**config.mk**
```make
export PLATFORM = sky130hd
export DESIGN_NAME = rbd2_avg_out
export DESIGN_NICKNAME = d
export VERILOG_FILES = /design/src/rtl/rbd2_pkg.sv /design/src/rtl/rbd2_avg_out.sv
export SDC_FILE = /design/constraint.sdc
export NUM_CORES = 1
export LEC_CHECK = 0
export ABC_AREA = 0
export BUFFER_PORTS_ARGS = -buffer_cell sky130_fd_sc_hd__buf_2
export CAP_MARGIN = 20
export CELL_PAD_IN_SITES_DETAIL_PLACEMENT = 1
export CELL_PAD_IN_SITES_GLOBAL_PLACEMENT = 1
export CORE_MARGIN = 5
export CORE_UTILIZATION = 30
export DETAILED_ROUTE_END_ITERATION = 6
export GPL_TIMING_DRIVEN = 0
export PLACE_DENSITY_LB_ADDON = 0.1
export SLEW_MARGIN = 20
export SYNTH_ARGS = -nofsm -noshare
export SYNTH_HDL_FRONTEND = slang
export SYNTH_SLANG_ARGS = --single-unit
```
**constraint.sdc**
```tcl
create_clock -name aclk -period 3.15 [get_ports aclk]
set_input_delay 0.1575 -clock aclk [delete_from_list [all_inputs] [get_ports aclk]]
set_output_delay 0.1575 -clock aclk [all_outputs]
set_load 0.01 [all_outputs]
```
**src/rtl/rbd2_pkg.sv**
```systemverilog
// Shared types and constants for the RGBA 2x2 box downsampler.
package rbd2_pkg;

    localparam int unsigned NUM_CH    = 4;
    localparam int unsigned PIX_W     = 8;
    localparam int unsigned PAIR_W    = PIX_W + 1;
    localparam int unsigned SUM_W     = PIX_W + 2;
    localparam int unsigned SRC_W_W   = 13;
    localparam int unsigned SRC_H_W   = 16;
    localparam int unsigned CFG_DATA_W = 16;

    typedef logic [NUM_CH-1:0][PIX_W-1:0]  pix_vec_t;
    typedef logic [NUM_CH-1:0][PAIR_W-1:0] pair_vec_t;

    typedef enum logic [0:0] {
        CFG_SRC_WIDTH  = 1'b0,
        CFG_SRC_HEIGHT = 1'b1
    } cfg_idx_t;

    typedef struct packed {
        logic use_store;
        logic row_end;
        logic frame_end;
    } blk_tag_t;

endpackage

```
**src/rtl/rbd2_avg_out.sv**
```systemverilog
// Vertical sum, divide by four and output register.
module rbd2_avg_out (
    input  logic                aclk,
    input  logic                aresetn,
    input  logic                a_valid,
    input  rbd2_pkg::pair_vec_t a_pair,
    input  rbd2_pkg::blk_tag_t  a_tag,
    input  rbd2_pkg::pair_vec_t store_data,
    output logic                a_adv,
    output logic                m_valid,
    input  logic                m_ready,
    output rbd2_pkg::pix_vec_t  m_pix,
    output logic                m_row_end,
    output logic                m_frame_end
);

    logic                                          m_valid_reg;
    rbd2_pkg::pix_vec_t                            pix_reg;
    logic                                          row_end_reg, frame_end_reg;
    logic [rbd2_pkg::NUM_CH-1:0][rbd2_pkg::SUM_W-1:0] sum;

    assign a_adv = !m_valid_reg || m_ready;

    always_comb begin
        for (int c = 0; c < rbd2_pkg::NUM_CH; c++) begin
            if (a_tag.use_store) begin
                sum[c] = rbd2_pkg::SUM_W'(store_data[c]) + rbd2_pkg::SUM_W'(a_pair[c]);
            end else begin
                sum[c] = {a_pair[c], 1'b0};
            end
        end
    end

    always_ff @(posedge aclk) begin
        if (!aresetn) begin
            m_valid_reg <= 1'b0;
        end else if (a_adv) begin
            m_valid_reg <= a_valid;
        end
    end

    always_ff @(posedge aclk) begin
        if (a_adv && a_valid) begin
            for (int c = 0; c < rbd2_pkg::NUM_CH; c++) begin
                pix_reg[c] <= sum[c][rbd2_pkg::SUM_W-1:2];
            end
            row_end_reg   <= a_tag.row_end;
            frame_end_reg <= a_tag.frame_end;
        end
    end

    assign m_valid     = m_valid_reg;
    assign m_pix       = pix_reg;
    assign m_row_end   = row_end_reg;
    assign m_frame_end = frame_end_reg;

endmodule

```
==> summary.txt, run 1 <==
Global routing
  • Largest net degree at the start of global routing: 20
  • Global route overflow: 0
  • Initial antenna violation count: 0
  • Global-route wire length before repair: 13.8 mm
  • Total GRT Usage: 0.152
  • Vias in the first global route: ~2.8k

Critical path
  • R2r setup slk: 1.77 ns
  • Max incr delay on CP: ~0.37 ns
  • Worst EP required: 3.17 ns
  • Largest delay share family, worst path: compound AO/OA/AOI/OAI gates
  • Worst path bufs/invs: 1
  • Reg2Reg Depth: 3
  • Crit-path max FO: 6
  • FF-to-FF Start: m_valid
  • WS Path Type: input port to flip-flop
  • Slowest-stage cell, CP: ha_1
  • Endpoint of the worst register-to-register path: m_pix[12]
  • Worst setup SP type: input port
  • Arr. time, crit path: 1.65 ns
  • CP Cell Sequence: buf_2, ha_1, a21o_1, a31o_1, o21a_1, o41a_1
  • Crit end category: flip-flop
  • Instance count on the critical path: 6

Power
  • Leak pwr: 0.00163 uW
  • Power per Cell Area: 378 nW/um^2
  • VDD IR max: 0.134 mV

Layout
  • Share of cells above drive strength 1: 0.330
  • NumNets Final: 528
  • Commonest non-fill, non-tap cell in the layout: buf_2
  • Syn-to-layout area delta: 29.1%
  • Max reg flops: 32
  • # fillers: 1111
  • Diode count: 0
  • Most frequent cells in the layout: buf_2 (115), nand2_1 (38), edfxtp_1 (34), ha_1 (32), a21oi_1 (27)

Die
  • Die height: about 110 um
  • Site row count: 35
  • Die width: 107 um
  • Initial Utilization: 0.305
  • # IOs: ~120
  • Die area: around 11000 um^2
  • Core ar.: about 9000 um^2

Detailed routing
  • DR vias/cell: 5.17
  • Vias: 2734
  • WL/cell: 16.4 um
  • DRT iter0 DRCs: 64
  • Detailed Routing Iterations Pass 1: 4
  • # DRC: 0
  • Antenna Nets Post-Route: 0
  • Routed wire length: 8.69 mm

Logic synthesis
  • Async S/R FF share, synth: 0
  • Cell area after synthesis: 2810 um^2
  • Top post-synthesis cells by area: edfxtp_1 (36%), ha_1 (14%), nand2_1 (5.1%)
  • Mean Syn Cell Area: 9.52 um^2
  • Syn Inst Count: 295
  • Syn Nets: 406
  • Synth top area share: 0.364
  • EDFF count, synth: 34
  • Synth Warn #: 0
  • Synth cell types: 39
  • Seq cells post-synth: 35
  • Post-synthesis sequential area ratio: 0.371
  • Top_reg_cell synth: edfxtp_1
  • Area leader, netlist: edfxtp_1

CTS
  • H-tree depth: 2
  • Post-CTS sizing: 0
  • CTS tree: yes
  • CTS root buffer: clkbuf_8
  • Clk_lat worst skew: ~0.29 ns
  • CTS Sinks: 35
  • Clock slew at the register clock pins of the worst setup and hold paths: 0.07 ns
  • Hold_buf cts: 0
  • Post-CTS setup buffers: 0
  • Cts bufs inserted: 5
  • Clock Tree Buf Depth: 2

Placed design
  • Detailed Place HPWL: between 6 and 7 mm
  • I/O Buffers: 114
  • GP Congestion: 0.738
  • Post-Place Setup Slack: 1.23 ns

Timing
  • Setup TNS: 0 ns
  • Final setup violation count: 0
  • Slew @ Worst Pin: 0.651 ns
  • Tmin final: 1.63 ns
  • Slew Limit Fails: 0
  • RSZ-0062 raised after global routing: no
  • Clock skew: between 0.008 and 0.009 ns
  • Final Hold Fails: 0
  • Crit share post-route: 0.516
  • Peak Freq: 615 MHz
  • Worst slew margin: 0.566
  • Final WS setup: 1.52 ns

Job
  • Max Cap Viol: 0

Min path
  • Worst hold path startpoint: a_tag[0]
  • Hold Path Class: input port to flip-flop
  • Worst hold path endpoint: m_frame_end
  • Hold path cells: 1

Status
  • Status: finished clean
-- worst max path at each step --
stage / from / end / slack, ns
3_3_place_gp: m_valid / m_pix[12] / 1.01
4_1_cts: a_pair[22] / m_pix[23] / 1.53
2_1_floorplan: m_valid / m_frame_end / 1.41
5_1_grt: a_pair[2] / m_pix[2] / 1.44
3_5_place_dp: a_pair[22] / m_pix[23] / 1.23
6_report: a_pair[22] / m_pix[23] / 1.52
-- cell type report --
class / count / area [um^2] / area share
multi-input combinational: 250 / 1730 / 0.477
sequential: 35 / 1040 / 0.287
timing repair buffer: 115 / 598 / 0.165
tap: 111 / 139 / 0.0383
clock buffer: 6 / 72.6 / 0.0200
buffer: 8 / 31.3 / 0.00863
clock inverter: 2 / 7.51 / 0.00207
inverter: 2 / 7.51 / 0.00207
-- metrics by stage --
step           std cells  hold slack, ns   util  total power [uW]  area [um^2]
6_report             529          0.0522  0.394              1370         3630
5_1_grt              529          0.0387  0.394              1470         3630
4_1_cts              529          0.0372  0.394              1400         3630
3_5_place_dp         521           0.341  0.386              1060         3550
3_3_place_gp         520           0.338  0.382              1050         3520
2_1_floorplan        295           0.256      -               885         2810
-- worst register-to-register path: cells and delay by family (launching register included) --
kind	cells	cell delay, ns
AND/OR/NAND/NOR	2	0.53
buffers and inverters	1	0.22
flip-flops	1	0.31
-- cell usage after synthesis, drive strengths merged (6+ instances only) --
master,count
a21o,12
a21oi,27
clkbuf,6
edfxtp,34
ha,32
mux2,12
nand2,38
nand3,16
nand4,8
nor2,21
nor3,10
o21ai,14
o311ai,8
xor2,8
-- power breakdown --
group	switching [uW]	internal [uW]
registers	9.93	570
clock network	173	151
logic	259	208
-- kinds of logic (layout without fill, tap and decap cells) --
kind of cell | Yosys count | after routing | synth area share
and+or+nand+nor | 101 | 101 | 0.165
AOI/OAI and AO/OA | 91 | 91 | 0.215
DFF | 35 | 35 | 0.371
adders and majority gates | 32 | 32 | 0.143
muxes | 14 | 14 | 0.0553
xor gates and xnor gates | 12 | 12 | 0.0374
buffers and inverters | 10 | 133 | 0.0138
-- layer usage --
layer  track usage  vias up  part of all wire  routed length [um]
li1              -     1404                 -                   -
met3        0.0349        9             0.054                 468
met2         0.267       67              0.48                4210
met5             0        -                 0                   0
met4        0.0402        0             0.013                 109
met1         0.186     1254              0.45                3900
No activity file was read; power rests on OpenSTA's default activity.
==> run 2: changes to the inputs <==
Clock period 3.15 ns to 1.3 ns, I/O delays scaled along.
==> run 2 against run 1 <==
Net effect:
- non-clock buffer count up 7
- first-iteration DRC count decreased by 36%
- total power rose to 2.7 times the previous value
- cell count up 1.5%
- clock power rose to 3.1 times the previous value
- worst setup slack lost 1.5 ns
- critical path depth did not move
- worst hold slack got worse by 0.026 ns
- wire length is 7.6% higher
- sequential share of layout area fell by 2.7 points
- critical endpoint unchanged
- largest cell class unchanged
- largest power group unchanged
==> summary.txt, run 2 (same netlist as run 1, synthesis figures left out) <==
Critical path
  • R2r setup slk: 0.13 ns (was 1.77 ns)
  • Worst setup SP type: input port (unchanged)
  • FF-to-FF Start: m_valid (unchanged)
  • Reg2Reg Depth: 2 (was 3)
  • Worst EP required: 1.34 ns (was 3.17 ns)
  • Crit end category: flip-flop (unchanged)
  • Endpoint of the worst register-to-register path: m_pix[6] (was m_pix[12])
  • Arr. time, crit path: 1.31 ns (was 1.65 ns)
  • WS Path Type: input port to flip-flop (unchanged)
  • Crit-path max FO: 6 (unchanged)

Global routing
  • Total GRT Usage: 0.160 (was 0.152)
  • Global-route wire length before repair: 14.6 mm (was 13.8 mm)
  • Initial antenna violation count: 0 (unchanged)
  • Global route overflow: 0 (unchanged)
  • Vias in the first global route: 3002 (was 2834)
  • Largest net degree at the start of global routing: 18 (was 20)

Power
  • VDD IR max: 0.565 mV (was 0.134 mV)
  • Sw Pwr: 1160 uW (was 442 uW)
  • Total power: 3730 uW (was 1370 uW)
  • Combinational cell fraction of total power: 0.354 (was 0.341)
  • Sw frac: 0.311 (was 0.322)
  • Power per Cell Area: 930 nW/um^2 (was 378 nW/um^2)
  • Leak pwr: 0.00170 uW (was 0.00163 uW)
  • Sequential share of power: 0.377 (was 0.423)
  • Clock power frac: 0.269 (was 0.237)
  • Internal power: 2570 uW (was 930 uW)

CTS
  • Clock Tree Buf Depth: 2 (unchanged)
  • H-tree depth: 2 (unchanged)
  • CTS Sinks: 35 (unchanged)
  • Clk_lat worst skew: 0.29 ns (about the same)
  • CTS root buffer: clkbuf_8 (unchanged)
  • CTS tree: yes (unchanged)
  • Cts bufs inserted: 5 (unchanged)
  • Clock slew at the register clock pins of the worst setup and hold paths: 0.08 ns (was 0.07 ns)

Detailed routing
  • Antenna Nets Post-Route: 0 (unchanged)
  • Vias: 2838 (was 2734)
  • DR vias/cell: 5.28 (was 5.17)
  • Detailed Routing Iterations Pass 1: 4 (unchanged)
  • WL/cell: 17.4 um (was 16.4 um)
  • DRT iter0 DRCs: 41 (was 64)
  • Routed wire length: 9.35 mm (was 8.69 mm)
  • # DRC: 0 (unchanged)

Timing
  • Clock skew: 0.00655 ns (was 0.00896 ns)
  • Slew @ Worst Pin: 0.714 ns (was 0.651 ns)
  • Tmin final: 1.28 ns
  • Peak Freq: 784 MHz
  • Final WS setup: 0.0248 ns (was 1.52 ns)
  • Final Hold Fails: 0 (unchanged)
  • Crit share post-route: 0.981
  • RSZ-0062 raised after global routing: no (unchanged)
  • Worst slew margin: 0.524 (was 0.566)
  • Final setup violation count: 0 (unchanged)
  • Slew Limit Fails: 0 (unchanged)

Die
  • Site row count: 35 (unchanged)
  • Die area: 11400 um^2 (unchanged)
  • Die height: 107 um (unchanged)
  • Die width: 107 um (unchanged)
  • Core ar.: 9200 um^2 (unchanged)
  • # IOs: 115 (unchanged)
  • Initial Utilization: 0.305 (unchanged)

Layout
  • Syn-to-layout area delta: 42.8% (was 29.1%)
  • Max reg flops: 32 (unchanged)
  • Share of cells above drive strength 1: 0.420 (was 0.330)
  • Diode count: 0 (unchanged)
  • Most frequent cells in the layout: buf_2 (113), nand2_1 (38), edfxtp_1 (34), a21oi_1 (22), nor2_1 (21) (was buf_2 (115), nand2_1 (38), edfxtp_1 (34), ha_1 (32), a21oi_1 (27))
  • NumNets Final: 536 (was 528)
  • Commonest non-fill, non-tap cell in the layout: buf_2 (unchanged)
  • Finished Layout Cells: 537 (was 529)

Min path
  • Hold Path Class: input port to flip-flop (unchanged)
  • Hold path cells: 2 (was 1)
  • Worst hold path startpoint: aresetn (was a_tag[0])
  • Worst hold path endpoint: m_valid (was m_frame_end)

Status
  • Status: finished clean (unchanged)

Placed design
  • Detailed Place HPWL: 7.19 mm (was 6.95 mm)
  • Post-Place Setup Slack: -0.333 ns (was 1.23 ns)
  • GP Congestion: 0.823 (was 0.738)
  • I/O Buffers: 114 (unchanged)
  • Placed cell count: 520 (was 521)

Job
  • Max Cap Viol: 0 (unchanged)
==> run 2: cell types whose count changed in the layout (fill, tap and decap cells not counted), sizes merged <==
cell / previous run / this run
bufinv: 0 / 1
dlygate4sd3: 0 / 2
and2: 1 / 2
buf: 117 / 122
clkbuf: 12 / 11
==> run 2: layer usage <==
metal,vias up,global-route usage,share of wire
li1,1410,-,-
met1,1345,0.212,0.46
met2,76,0.272,0.47
met3,7,0.0307,0.053
met4,0,0.0347,0.0082
met5,-,0,0
==> run 2: final cells by class <==
type | instances | area, um^2
Inverter | 2 | 7.51
Timing Repair Buffer | 122 | 648
Fill cell | 1084 | 5190
Multi-Input combinational cell | 251 | 2010
Sequential cell | 35 | 1040
Tap cell | 111 | 139
Buffer | 8 | 52.6
Clock inverter | 3 | 38.8
Clock buffer | 5 | 68.8
==> run 2: worst max-delay path by stage <==
stage / start / end / slack (ns)
5_1_grt: a_pair[14] / m_pix[14] / 0.003
6_report: a_pair[24] / m_pix[23] / 0.02
3_3_place_gp: a_pair[31] / m_pix[31] / -0.33
4_1_cts: store_data[22] / m_pix[23] / -0.02
2_1_floorplan: a_pair[31] / m_pix[31] / -0.1
3_5_place_dp: a_tag[2] / m_pix[20] / -0.33
==> run 2: power groups by stage <==
stage	logic (uW)	clock network (uW)	registers, uW
floorplan	738	0	1490
global placement	1230	0	1430
detailed placement	1260	0	1430
CTS	1290	1040	1410
global route	1470	1090	1420
finish	1320	1000	1410
==> run 2: stage by stage <==
step | hold slack [ns] | util | cell area (um^2) | TNS, ns
floorplan | 0.164 | - | 3050 | -0.199
global placement | 0.244 | 0.409 | 3760 | -5.94
detailed placement | 0.248 | 0.409 | 3760 | -6.58
CTS | 0.0166 | 0.426 | 3920 | -0.0162
global route | 0.0148 | 0.436 | 4010 | 0
finish | 0.0263 | 0.436 | 4010 | 0
==> run 2: what timing repair did <==
action / 4_1_cts / 5_1_grt
resized for setup: 2 / 13
pin swaps: 7 / 8
endpoints found under the hold margin: 2 / 0
gates cloned: 1 / 0
setup endpoints to repair: 37 / 9
setup buffers: 3 / 3
hold buffers: 2 / 0
==> run 2: worst max-delay path: stages <==
cell	delay, ns
buf_2	0.12
ha_4	0.24
a21o_1	0.17
a31o_1	0.20
o21a_1	0.19
o41a_1	0.32
==> run 3: changes to the inputs <==
Settings changed: CORE_UTILIZATION 30 to 32.
==> run 3 against run 2 <==
Net effect:
- die area decreased by 5.7%
- wire length decreased by 1.0%
- worst hold slack improved by 0.0071 ns
- clock skew increased by 0.011 ns
- utilization increased by 2.2 points
- non-clock buffer count unchanged
- via count increased by 1.3%
- critical path type unchanged
- largest power group unchanged
==> summary.txt, run 3 (same netlist as run 1, synthesis figures left out) <==
Power
  • VDD IR max: 0.391 mV (was 0.565 mV)
  • Leak pwr: 0.00169 uW (was 0.00170 uW)
  • Power per Cell Area: 908 nW/um^2 (was 930 nW/um^2)

Job
  • Max Cap Viol: 0 (unchanged)

Die
  • Site row count: 34 (was 35)
  • # IOs: 115 (unchanged)
  • Initial Utilization: 0.325 (was 0.305)
  • Die area: 10700 um^2 (was 11400 um^2)
  • Die height: 104 um (was 107 um)
  • Core ar.: 8640 um^2 (was 9200 um^2)
  • Die width: 104 um (was 107 um)

Critical path
  • Worst path bufs/invs: 1 (unchanged)
  • Crit path from: store_data[24] (was a_pair[24])
  • Worst setup SP type: input port (unchanged)
  • WS Path Type: input port to flip-flop (unchanged)
  • Largest delay share family, worst path: compound AO/OA/AOI/OAI gates (unchanged)
  • Slowest-stage cell, CP: o41a_1 (unchanged)
  • R2r setup slk: 0.11 ns (was 0.13 ns)
  • FF-to-FF Start: m_valid (unchanged)
  • Max incr delay on CP: 0.30 ns (was 0.32 ns)
  • Crit end category: flip-flop (unchanged)
  • Crit-path max FO: 4 (was 6)
  • CP Cell Sequence: buf_2, ha_4, a21o_1, a31o_1, o21a_1, o41a_1 (unchanged)
  • Arr. time, crit path: 1.31 ns (about the same)
  • Worst EP required: 1.34 ns (about the same)

CTS
  • Clock slew at the register clock pins of the worst setup and hold paths: 0.08 ns (about the same)
  • CTS root buffer: clkbuf_8 (unchanged)
  • Clk_lat worst skew: 0.30 ns (was 0.29 ns)
  • Clock Tree Buf Depth: 2 (unchanged)
  • CTS tree: yes (unchanged)
  • CTS Sinks: 35 (unchanged)
  • H-tree depth: 2 (unchanged)
  • Cts bufs inserted: 5 (unchanged)

Min path
  • Hold Path Class: input port to flip-flop (unchanged)
  • Worst hold path startpoint: aresetn (unchanged)

Detailed routing
  • DRT iter0 DRCs: 75 (was 41)
  • Routed wire length: 9.25 mm (was 9.35 mm)
  • DR vias/cell: 5.38 (was 5.28)
  • Detailed Routing Iterations Pass 1: 4 (unchanged)
  • WL/cell: 17.3 um (was 17.4 um)
  • Antenna Nets Post-Route: 0 (unchanged)
  • Vias: 2874 (was 2838)
  • # DRC: 0 (unchanged)

Timing
  • Tmin final: 1.26 ns (was 1.28 ns)
  • Setup TNS: 0 ns (unchanged)
  • Worst slew margin: 0.569 (was 0.524)
  • Clock skew: 0.0172 ns (was 0.00655 ns)
  • Final setup violation count: 0 (unchanged)
  • Peak Freq: 791 MHz (was 784 MHz)
  • Slew Limit Fails: 0 (unchanged)
  • Crit share post-route: 0.972 (was 0.981)
  • Slew @ Worst Pin: 0.647 ns (was 0.714 ns)
  • Final Hold Fails: 0 (unchanged)
  • Hold WS: 0.0334 ns (was 0.0263 ns)

Layout
  • Diode count: 0 (unchanged)
  • Max reg flops: 32 (unchanged)
  • Finished Core Util: 0.458 (was 0.436)
  • Commonest non-fill, non-tap cell in the layout: buf_2 (unchanged)
  • Syn-to-layout area delta: 40.8% (was 42.8%)
  • Cell area after layout: 3950 um^2 (was 4010 um^2)
  • Share of cells above drive strength 1: 0.415 (was 0.420)
  • Most frequent cells in the layout: buf_2 (115), nand2_1 (38), edfxtp_1 (34), a21oi_1 (24), nor2_1 (21) (was buf_2 (113), nand2_1 (38), edfxtp_1 (34), a21oi_1 (22), nor2_1 (21))
  • NumNets Final: 536 (unchanged)
  • # fillers: 1043 (was 1084)

Placed design
  • Detailed Place HPWL: 7.04 mm (was 7.19 mm)
  • GP Congestion: 0.737 (was 0.823)
  • I/O Buffers: 114 (unchanged)
  • Placed inst area: 3750 um^2 (was 3760 um^2)

Global routing
  • Global-route wire length before repair: 14.6 mm (about the same)
  • Initial antenna violation count: 1 (was 0)
  • Global route overflow: 0 (unchanged)
  • Largest net degree at the start of global routing: 35 (was 18)
  • Total GRT Usage: 0.163 (was 0.160)
  • Vias in the first global route: 2938 (was 3002)

Status
  • Status: finished clean (unchanged)
[run 3: per-stage QoR]
stage / std cells / total power, uW / worst slack [ns]
2_1_floorplan: 295 / 2230 / -0.0996
6_report: 534 / 3590 / 0.0358
5_1_grt: 534 / 3810 / -0.00969
3_3_place_gp: 517 / 2650 / -0.318
4_1_cts: 529 / 3570 / -0.00191
3_5_place_dp: 517 / 2690 / -0.343
[run 3: final cells by class]
| cell class | instances | area (um^2) | share of cell area |
|---|---|---|---|
| multi-input combinational | 251 | 1990 | 0.503 |
| sequential | 35 | 1040 | 0.263 |
| timing repair buffer | 122 | 636 | 0.161 |
| tap | 108 | 135 | 0.0342 |
| clock buffer | 7 | 86.3 | 0.0218 |
| buffer | 8 | 52.6 | 0.0133 |
| inverter | 2 | 7.51 | 0.00190 |
| clock inverter | 1 | 5.00 | 0.00127 |
[run 3: repair_timing]
item / in CTS / in global routing
hold buffers: 2 / 0
pin swaps: 5 / 8
cloned: 0 / 1
endpoints found under the hold margin: 2 / 0
endpoints found under the setup margin: 2 / 37
gates resized for setup: 0 / 10
setup buffers: 2 / 4
[run 3: path summary, 6_finish.rpt]
check | endpoint | cells after the start
hold reg to reg | m_valid | 2
hold / removal | m_valid | 2
setup reg to reg | m_pix[15] | 2
setup / recovery | m_pix[23] | 6
[run 3: metal layers]
layer	part of all wire	GRT usage	vias to the layer above
met5	0.00076	0	-
met4	0.0097	0.0361	2
met3	0.056	0.0448	9
met2	0.47	0.270	81
met1	0.46	0.212	1360
li1	-	-	1422
[run 3: power breakdown]
part	switching (uW)	internal [uW]	total, uW
Sequential	27.9	1380	1410
Combinational	687	613	1300
Clock	452	429	881
